--- config.mk ---
export PLATFORM = sky130hd
export DESIGN_NAME = adf_coef
export DESIGN_NICKNAME = d
export VERILOG_FILES = /design/src/adf_pkg.sv /design/src/adf_coef.sv
export VERILOG_INCLUDE_DIRS = /design/src /design/src/src
export SDC_FILE = /design/constraint.sdc
export NUM_CORES = 1
export LEC_CHECK = 0
export BUFFER_PORTS_ARGS = -buffer_cell sky130_fd_sc_hd__clkbuf_2
export CORE_ASPECT_RATIO = 2
export CORE_UTILIZATION = 57
export DETAILED_ROUTE_END_ITERATION = 10
export PLACE_DENSITY = 0.75
export SLEW_MARGIN = 10
export SYNTH_ARGS = -nofsm -noshare
export SYNTH_HDL_FRONTEND = slang
export SYNTH_SLANG_ARGS = --single-unit
--- constraint.sdc ---
create_clock -name i_clk -period 7.7 [get_ports i_clk]
set_clock_uncertainty 0.15 [all_clocks]
set_input_delay 0.77 -clock i_clk [delete_from_list [all_inputs] [get_ports i_clk]]
set_output_delay 0.77 -clock i_clk [all_outputs]
set_load 0.02 [all_outputs]
--- src/allpass_delay_filter_assert.svh ---
// assertion macros shared by the allpass delay filter sources
`ifndef ALLPASS_DELAY_FILTER_ASSERT_SVH
`define ALLPASS_DELAY_FILTER_ASSERT_SVH

// same-cycle implication, checked outside reset
`define ADF_ASSERT_IMP(lbl, clk, rst_n, ante, cons, msg) \
    lbl: assert property (@(posedge clk) disable iff (!(rst_n)) (ante) |-> (cons)) \
        else $error(msg);

// next-cycle implication, checked outside reset
`define ADF_ASSERT_NXT(lbl, clk, rst_n, ante, cons, msg) \
    lbl: assert property (@(posedge clk) disable iff (!(rst_n)) (ante) |=> (cons)) \
        else $error(msg);

`endif

--- src/adf_pkg.sv ---
// ---------------------------------------------------------------------------
// adf_pkg
// Shared types and constants of the allpass delay filter.
// ---------------------------------------------------------------------------
`timescale 1ns / 1ps
`default_nettype none

package adf_pkg;

    // register map
    localparam int CFG_IDX_BITS  = 2;
    localparam int CFG_DATA_BITS = 16;
    localparam logic [CFG_IDX_BITS-1:0] REG_GAIN  = 2'd0;
    localparam logic [CFG_IDX_BITS-1:0] REG_DELAY = 2'd1;

    // field widths
    localparam int GAIN_BITS  = 16;
    localparam int DELAY_BITS = 13;
    localparam int COEF_BITS  = 17;
    localparam int CG_BITS    = 32;
    localparam int GSQ_BITS   = 32;

    // gain after reset: 0.5 in Q1.15
    localparam logic signed [GAIN_BITS-1:0] GAIN_RESET = 16'sd16384;

    // derived coefficients handed from the coefficient unit to the datapath
    typedef struct packed {
        logic                          busy;
        logic signed [GAIN_BITS-1:0]   gain;
        logic signed [COEF_BITS-1:0]   c;
        logic signed [CG_BITS-1:0]     cg;
    } t_coef;

endpackage

`default_nettype wire

--- src/adf_coef.sv ---
// ---------------------------------------------------------------------------
// adf_coef
// Gain register (Q1.15) and derived coefficients c = 1 - g^2 (Q2.15) and c*g (Q2.30).
// ---------------------------------------------------------------------------
`timescale 1ns / 1ps
`default_nettype none
`include "allpass_delay_filter_assert.svh"

module adf_coef
    import adf_pkg::*;
(
    input  wire logic                        i_clk,
    input  wire logic                        i_rst_n,
    input  wire logic                        i_gain_we,
    input  wire logic signed [GAIN_BITS-1:0] i_gain_data,
    output t_coef                            o_coef
);

    logic signed [GAIN_BITS-1:0] r_gain;
    logic [2:0]                  r_step;
    logic signed [GSQ_BITS-1:0]  r_gsq_prod;
    logic signed [COEF_BITS-1:0] r_c;
    logic signed [CG_BITS-1:0]   r_cg;
    logic signed [GSQ_BITS-1:0]  n_gsq;

    // gain register and refresh sequence: square, subtract, multiply
    always_ff @(posedge i_clk) begin
        if (!i_rst_n) begin
            r_gain <= GAIN_RESET;
            r_step <= 3'b001;
        end else if (i_gain_we) begin
            r_gain <= i_gain_data;
            r_step <= 3'b001;
        end else begin
            r_step <= {r_step[1:0], 1'b0};
        end
    end

    // rounded g^2 in Q1.15
    assign n_gsq = (r_gsq_prod + 32'sd16384) >>> 15;

    // coefficient datapath
    always_ff @(posedge i_clk) begin
        if (r_step[0]) begin
            r_gsq_prod <= GSQ_BITS'(r_gain * r_gain);
        end
        if (r_step[1]) begin
            r_c <= COEF_BITS'(32'sd32768 - n_gsq);
        end
        if (r_step[2]) begin
            r_cg <= CG_BITS'(r_c * r_gain);
        end
    end

    assign o_coef.busy = |r_step;
    assign o_coef.gain = r_gain;
    assign o_coef.c    = r_c;
    assign o_coef.cg   = r_cg;

    // one refresh step at a time
    `ADF_ASSERT_IMP(a_step_onehot, i_clk, i_rst_n, 1'b1, $onehot0(r_step), "refresh steps overlap")

endmodule

`default_nettype wire

# Word level (Yosys, flattened, before mapping)
# Index checks and enable logic that the tools add are counted.
# word_totals
inputBits,19
regBits,100
output_inout_bits,66
# classes
n_addsub,2
n_mux,1
n_reduce_logical,2
bitwise,1
multipliers,2
# ops
operator,count
$add A32 B16 Y32 const B,1
$mul A16 B16 Y32,1
$mul A17 B16 Y32,1
$sub A17 B17 Y17 const A,1
$reduce_or A3 Y1,1
$reduce_or A2 Y1,1
$mux W1,1
$not A1 Y1,1

# Depth between registers and ports, before layout
# Gate-level depths: netlist of run 1.
# logic_depth
ltp_word,2
mapped_depth,24
mapped_depth_nobuf,23

# Worst setup path before layout of run 1
# No wires, ideal clock.
# synth_timing
path_type,flip-flop to flip-flop
start,reg r_gain[1]
end,reg r_cg[30] (data pin)
stages_incl_launch_ff,22
arrival_time_ns,6.177
n_path_buf,2
setup_slack_ns,1.115
setup_time_ns,0.258
synth_period_minus_slack_ns,6.585
path_cell_list,dfxtp_1 > clkbuf_1 > clkbuf_1 > nand2_1 > inv_1 > fa_1 > fa_1 > fa_1 > fa_1 > fa_1 > inv_1 > fa_1 > inv_1 > ha_1 > a21o_1 > a2111oi_2 > a21bo_1 > a211oi_2 > a211oi_1 > or3_1 > a21oi_2 > xnor2_1
# synth_via
elab_chain_len,1
# synth_rtl
item,line,text
"start, declared",adf_coef.sv:19,logic signed [GAIN_BITS-1:0] r_gain;
"start signal, assigned",adf_coef.sv:32,r_gain <= i_gain_data;
$mul A17 B16 Y32,adf_coef.sv:51,r_cg <= CG_BITS'(r_c * r_gain);
"end signal, assigned",adf_coef.sv:51,
"end, declared",adf_coef.sv:23,logic signed [CG_BITS-1:0] r_cg;
# Every way passes these cells.
# A chain may end at the register's enable or synchronous reset.

# Final worst setup path of run 1
# layout_timing
start,reg r_c[10]
end,reg r_cg[31] (data pin)
# layout_via
elab_chain_len,1
# layout_rtl
item,line,text
"start, declared",adf_coef.sv:22,logic signed [COEF_BITS-1:0] r_c;
"start signal, assigned",adf_coef.sv:48,r_c <= COEF_BITS'(32'sd32768 - n_gsq);
$mul A17 B16 Y32,adf_coef.sv:51,
# Every way passes these cells.

==> results.yml, run 1 <==
status:
  status: "finished, violations left"
  violations: "design-rule violations"
die:
  dieWidth_um: 142
  ioPinCount: 85
  die_h_um: 282
  start_util: 0.576
  num_rows: 102
  core_area_um2: 38700
  dieArea_um2: 39900
critical_path:
  setup.worst_path.class: "flip-flop to flip-flop"
  cpPeakStageDelay_ns: 0.92
  startpoint_type: "flip-flop"
  cp_max_fo: 17
  critical-path-top-delay-family: "adder cells"
  slowest_stage: "edfxtp_1"
  worstReg2RegEnd: "r_cg[31]"
  worstPathArrival_ns: 7.16
  crit_required_ns: 7.77
  r2r_slack_ns: 0.62
  cp.buffers_inverters: 3
  r2r-start: "r_c[10]"
  cp-end-kind: "flip-flop"
  cp_common_cell: "fa_1"
  reg2reg_depth: 19
  crit_chain: "nand2_1 -> fa_1 -> fa_1 -> fa_1 -> inv_1 -> fa_1 -> fa_1 -> inv_1 -> fa_1 -> inv_1 -> ha_1 -> a211o_1 -> or3_1 -> o21ai_1 -> nor4b_1 -> o21ai_1 -> a21oi_1 -> or2_1 -> o211ai_1"
sta:
  fin_crit_sh: 0.920
  tns_ns: 0
  setup_viol_count_final: 0
  slew_headroom: 0.332
  clock.fmax_mhz: 141
  worst_slew_pin_slew_ns: 1.00
  setup_ws_ns: 0.616
  final_max_slew_viol_count: 0
  grt_setup_unrepaired: "no"
  fin_crit_ns: 7.08
  finalHoldViolCount: 0
cells_and_area:
  syn2layout_area_growth_pct: 6.07
  stdcell_area_um2: 23600
  num_antenna_cells: 0
  nNetsFinal: 3077
  drive_above_1_share: 0.0708
  fin_cells: 2906
yosys:
  syn_inst: 2327
  synth-edff-count: 67
  avgSynthCellArea_um2: 9.58
  synth-compound-area-share: 0.0473
  yosys_warnings: 0
  async_flop_share: 0
  synth_nets: 3023
  netlist_area_um2: 22300
  synth_top_family_by_area: "adder cells"
  synthSimpleGateAreaFrac: 0.129
  synth_xor_xnor_area_share: 0.0385
  synth_cell_types: 70
  synth_ff_type: "edfxtp_1"
  synthMuxAreaShare: 0.00898
  ys_ff_latch: 86
  yosysSeqAreaShare: 0.107
  synth_fa_ha_area_frac: 0.550
placement:
  dp_hpwl_um: 46400
  placed_cell_area_um2: 23300
  portBuffers: 84
  globalplace.congestion: 0.954
  placed_cells: 2890
  pre_cts_ws_ns: 0.709
run:
  cap_violations: 0
global_routing:
  antenna_found_initial: 0
  grt.total_usage: 0.295
  grt_pass1_wl_um: 88300
  first_global_vias: 17800
  grt_start_max_net_pins: 37
  overflow: 0
clock_network:
  hold_buffers: 0
  post_cts_resized: 0
  cts_tree: "yes"
  cts_made_buffers: 9
  postCtsSetupRepairBufs: 0
  root_buffer: "clkbuf_16"
  cts_max_path_buffers: 2
  htree_levels: 3
  numClockSinks: 86
  path_clk_slew_ns: 0.08
  clk_latency_ns: 0.39
min_path:
  hold_end: "r_gain[9]"
  whs_path_depth: 2
  min_from: "r_gain[9]"
  hold_class: "flip-flop to flip-flop"
detailed_routing:
  dr.pass1.iters: 8
  vias: 15700
  drc: 1
  drt_iter0_drc: 584
  wirelength_um: 53900
  ant_nets: 0
  via_per_inst: 5.41
  wire_per_inst_um: 18.6
power_and_ir_drop:
  switching_share: 0.512
  powerDensity_nw_per_um2: 323
  p_leak_nw: 12.2
  switching_power_mw: 3.91
  clockPowerShare: 0.062
  combPwrFrac: 0.793
  seqPwrFrac: 0.145
  power_mw: 7.63
  vdd_drop_max_v: 0.000300
  internal_power_mw: 3.72
==> metal layers <==
metal	vias up	routed length (µm)	global-route usage	part of all wire
met3	206	2040	0.0377	0.038
met1	8062	16800	0.277	0.31
li1	6990	-	-	-
met2	451	30700	0.567	0.57
met4	0	4430	0.223	0.082
met5	-	0	0	0
==> cell usage after synthesis, types with 4 or more instances <==
library cell / n / area share
xor2_1: 22 / 0.0086
fa_1: 503 / 0.45
a31o_2: 7 / 0.0028
mux2i_1: 20 / 0.0090
nand4_1: 6 / 0.0017
buf_2: 6 / 0.0013
o21bai_1: 4 / 0.0013
nand2_1: 235 / 0.040
and3_1: 10 / 0.0028
nor2_1: 72 / 0.012
a21o_1: 20 / 0.0067
clkbuf_1: 75 / 0.013
a31oi_1: 5 / 0.0014
o21ai_0: 24 / 0.0054
nand2b_1: 16 / 0.0045
a21oi_1: 45 / 0.010
nor2b_1: 20 / 0.0056
dfxtp_1: 19 / 0.017
or3_1: 8 / 0.0022
nor3_1: 7 / 0.0016
edfxtp_1: 67 / 0.090
nand3_1: 22 / 0.0049
a211oi_1: 11 / 0.0037
o211ai_1: 5 / 0.0017
and2_1: 160 / 0.045
o21ai_1: 5 / 0.0011
inv_1: 623 / 0.10
ha_1: 174 / 0.098
or2_2: 6 / 0.0017
xnor2_1: 74 / 0.029
==> state kept, by name, summed over array words and instances, names as in the netlist <==
register    count
r_cg           32
r_c            17
r_gain         16
r_gsq_prod     18
r_step          3
==> power groups by stage <==
stage          logic (mW)  clock network [mW]  registers (mW)
2_1_floorplan        4.66                   0            1.05
3_3_place_gp         5.84                   0            1.10
3_5_place_dp         6.06                   0            1.11
4_1_cts              6.08               0.472            1.10
5_1_grt              6.86               0.485            1.12
6_report             6.06               0.471            1.11
==> how the worst max path moves through the flow <==
stage,to,from,depth (start not counted)
5_1_grt,r_cg[25],r_c[10],19
3_5_place_dp,r_cg[21],r_c[10],19
2_1_floorplan,r_cg[30],r_gain[1],21
3_3_place_gp,r_cg[21],r_c[10],19
4_1_cts,r_cg[21],r_c[10],19
6_report,r_cg[31],r_c[10],19
==> cell families after synthesis <==
family | count (synthesis)
xor gates and xnor gates | 97
adders and majority gates | 677
buffers and inverters | 707
AOI/OAI and AO/OA | 159
DFF | 86
muxes | 20
and+or+nand+nor | 581
==> tightest hold or removal path, delay by kind of cell (launching register included) <==
kind	cells	cell delay, ns
muxes	1	0.12
and+or+nand+nor	1	0.06
DFF	1	0.32
==> per-stage QoR <==
| stage | hold slack, ns | utilization |
|---|---|---|
| final | 0.388 | 0.611 |
| after global routing | 0.416 | 0.611 |
| after CTS | 0.388 | 0.611 |
| after detailed placement | 0.377 | 0.604 |
| after global placement | 0.353 | 0.604 |
| after floorplan | 0.377 | - |
==> placed cells by master (no fill, tap or decap), types with 22 or more instances in the layout <==
master	synthesis	layout
nand2_1	235	235
inv_1	623	623
fa_1	503	503
xor2_1	22	22
and2_1	160	160
buf_4	0	41
xnor2_1	74	74
o21ai_0	24	24
ha_1	174	174
clkbuf_2	0	84
a21oi_1	45	45
edfxtp_1	67	67
nor2_1	72	72
nand3_1	22	22
==> layout make-up <==
| class | count | area, µm² |
|---|---|---|
| multi-input combinational | 1534 | 17200 |
| fill | 3219 | 15000 |
| sequential | 86 | 2390 |
| inverter | 625 | 2350 |
| timing repair buffer | 125 | 728 |
| tap | 520 | 651 |
| clock buffer | 9 | 225 |
| clock inverter | 7 | 62.6 |
No activity file was read; power rests on OpenSTA's default activity.
==> run 2: changes to the inputs <==
--- a/config.mk
+++ b/config.mk
@@ -10,6 +10,7 @@
 export CORE_ASPECT_RATIO = 2
 export CORE_UTILIZATION = 57
 export DETAILED_ROUTE_END_ITERATION = 10
+export MAX_ROUTING_LAYER = met4
 export PLACE_DENSITY = 0.75
 export SLEW_MARGIN = 10
 export SYNTH_ARGS = -nofsm -noshare
==> run 2 against run 1 <==
  * The flow now finishes without violations
  * Cell area about the same
  * Die area unchanged
  * Wire length increased by 1.4%
  * Global-route usage increased by 1.5 points
  * Critical path type unchanged
  * Largest power group unchanged
==> results.yml, run 2 (synthesis gave the netlist of run 1 again) <==
sta:
  worst_slew_pin_slew_ns: 0.959
  slew_headroom: 0.355
  fin_crit_sh: 0.934
  hold_ws_ns: 0.385
  fin_crit_ns: 7.19
  setup_ws_ns: 0.509
  tns_ns: 0
  setup_viol_count_final: 0
  clock.fmax_mhz: 139
  finalHoldViolCount: 0
  final_max_slew_viol_count: 0
  grt_setup_unrepaired: "no"
status:
  status: "finished clean"
power_and_ir_drop:
  powerDensity_nw_per_um2: 324
  vdd_drop_max_v: 0.000335
  p_leak_nw: 12.2
clock_network:
  path_clk_slew_ns: 0.07
  postCtsSetupRepairBufs: 0
  hold_buffers: 0
  root_buffer: "clkbuf_16"
  htree_levels: 3
  clk_latency_ns: 0.39
  post_cts_resized: 0
  cts_made_buffers: 9
  numClockSinks: 86
  cts_tree: "yes"
  cts_max_path_buffers: 2
critical_path:
  startpoint: "r_c[11]"
  crit_required_ns: 7.68
  cp_max_fo: 17
  r2r-start: "r_c[11]"
  setup.worst_path.class: "flip-flop to flip-flop"
  startpoint_type: "flip-flop"
  worstPathArrival_ns: 7.17
  cp-end-kind: "flip-flop"
placement:
  portBuffers: 84
  pre_cts_ws_ns: 0.647
  globalplace.congestion: 0.947
  dp_hpwl_um: 46300
  placed_cell_area_um2: 23300
die:
  core_area_um2: 38700
  start_util: 0.576
  ioPinCount: 85
  dieArea_um2: 39900
  die_h_um: 282
  num_rows: 102
  dieWidth_um: 142
detailed_routing:
  wire_per_inst_um: 18.9
  wirelength_um: 54700
  via_per_inst: 5.43
  dr.pass1.iters: 6
  drc: 0
  ant_nets: 0
  vias: 15800
  drt_iter0_drc: 621
global_routing:
  antenna_found_initial: 0
  first_global_vias: 18100
  grt_start_max_net_pins: 37
  grt.total_usage: 0.310
  overflow: 0
  grt_pass1_wl_um: 90000
run:
  cap_violations: 0
min_path:
  hold_class: "flip-flop to flip-flop"
  min_from: "r_gain[9]"
cells_and_area:
  final_cell_mix: "inv_1, fa_1, nand2_1, ha_1, and2_1"
  top_regs: "r_cg: 32 flops, r_gsq_prod: 18 flops, r_c: 17 flops"
  drive_above_1_share: 0.0681
  final_common_cell: "inv_1"
  largest-register: "r_cg"
  syn2layout_area_growth_pct: 6.09
  largest_reg_flops: 32
  nNetsFinal: 3071
  stdcell_area_um2: 23600
run 2: cell count changes in the layout (fill, tap and decap cells not counted), sizes merged:
cell      previous run  this run
clkinvlp             0         1
diode                0         1
inv                630       626
clkbuf              93        94
buf                 41        35
bufinv               0         2
run 2: layout make-up:
class	instances	area, µm²
Multi-Input combinational cell	1534	17200
Fill cell	3298	15000
Sequential cell	86	2390
Inverter	625	2350
Timing Repair Buffer	119	696
Tap cell	520	651
Clock buffer	10	229
Clock inverter	6	93.8
Antenna cell	1	2.50
run 2: worst max-delay path: stages (launching register included):
cell	delay, ns
edfxtp_1	0.91
nand2_1	0.19
fa_1	0.54
fa_1	0.52
fa_1	0.52
inv_1	0.06
fa_1	0.49
fa_1	0.49
inv_1	0.05
fa_1	0.47
inv_1	0.04
ha_1	0.33
a211o_1	0.30
or3_1	0.34
o21ai_1	0.53
nor3_1	0.24
a21bo_1	0.24
a21oi_1	0.23
a21oi_1	0.12
xor2_1	0.16
run 2: worst paths after layout:
path               endpoint  slack, ns  cells past startpoint
setup / recovery   r_cg[21]       0.51                     19
hold / removal    r_gain[9]       0.39                      2
setup reg to reg   r_cg[21]       0.51                     19
hold reg to reg   r_gain[9]       0.39                      2
run 2: per-stage QoR:
| stage | instances | power (mW) | utilization |
|---|---|---|---|
| after floorplan | 2327 | 5.71 | - |
| after global placement | 2884 | 6.93 | 0.603 |
| after detailed placement | 2884 | 7.14 | 0.603 |
| after CTS | 2900 | 7.69 | 0.611 |
| after global routing | 2900 | 8.52 | 0.611 |
| final | 2901 | 7.67 | 0.611 |
run 2: per-layer routing:
metal	vias up	GRT usage	wire (µm)
met5	-	-	0
met4	0	0.218	4260
met3	252	0.0414	2070
met2	449	0.576	31100
met1	8090	0.286	17300
li1	6973	-	-
run 2: report_power, final:
part / switching [mW] / total [mW] / internal (mW) / leakage, nW
clock network: 0.232 / 0.520 / 0.288 / 0.154
logic: 3.44 / 6.04 / 2.60 / 11.3
registers: 0.217 / 1.11 / 0.889 / 0.791
total: 3.89 / 7.67 / 3.78 / 12.2
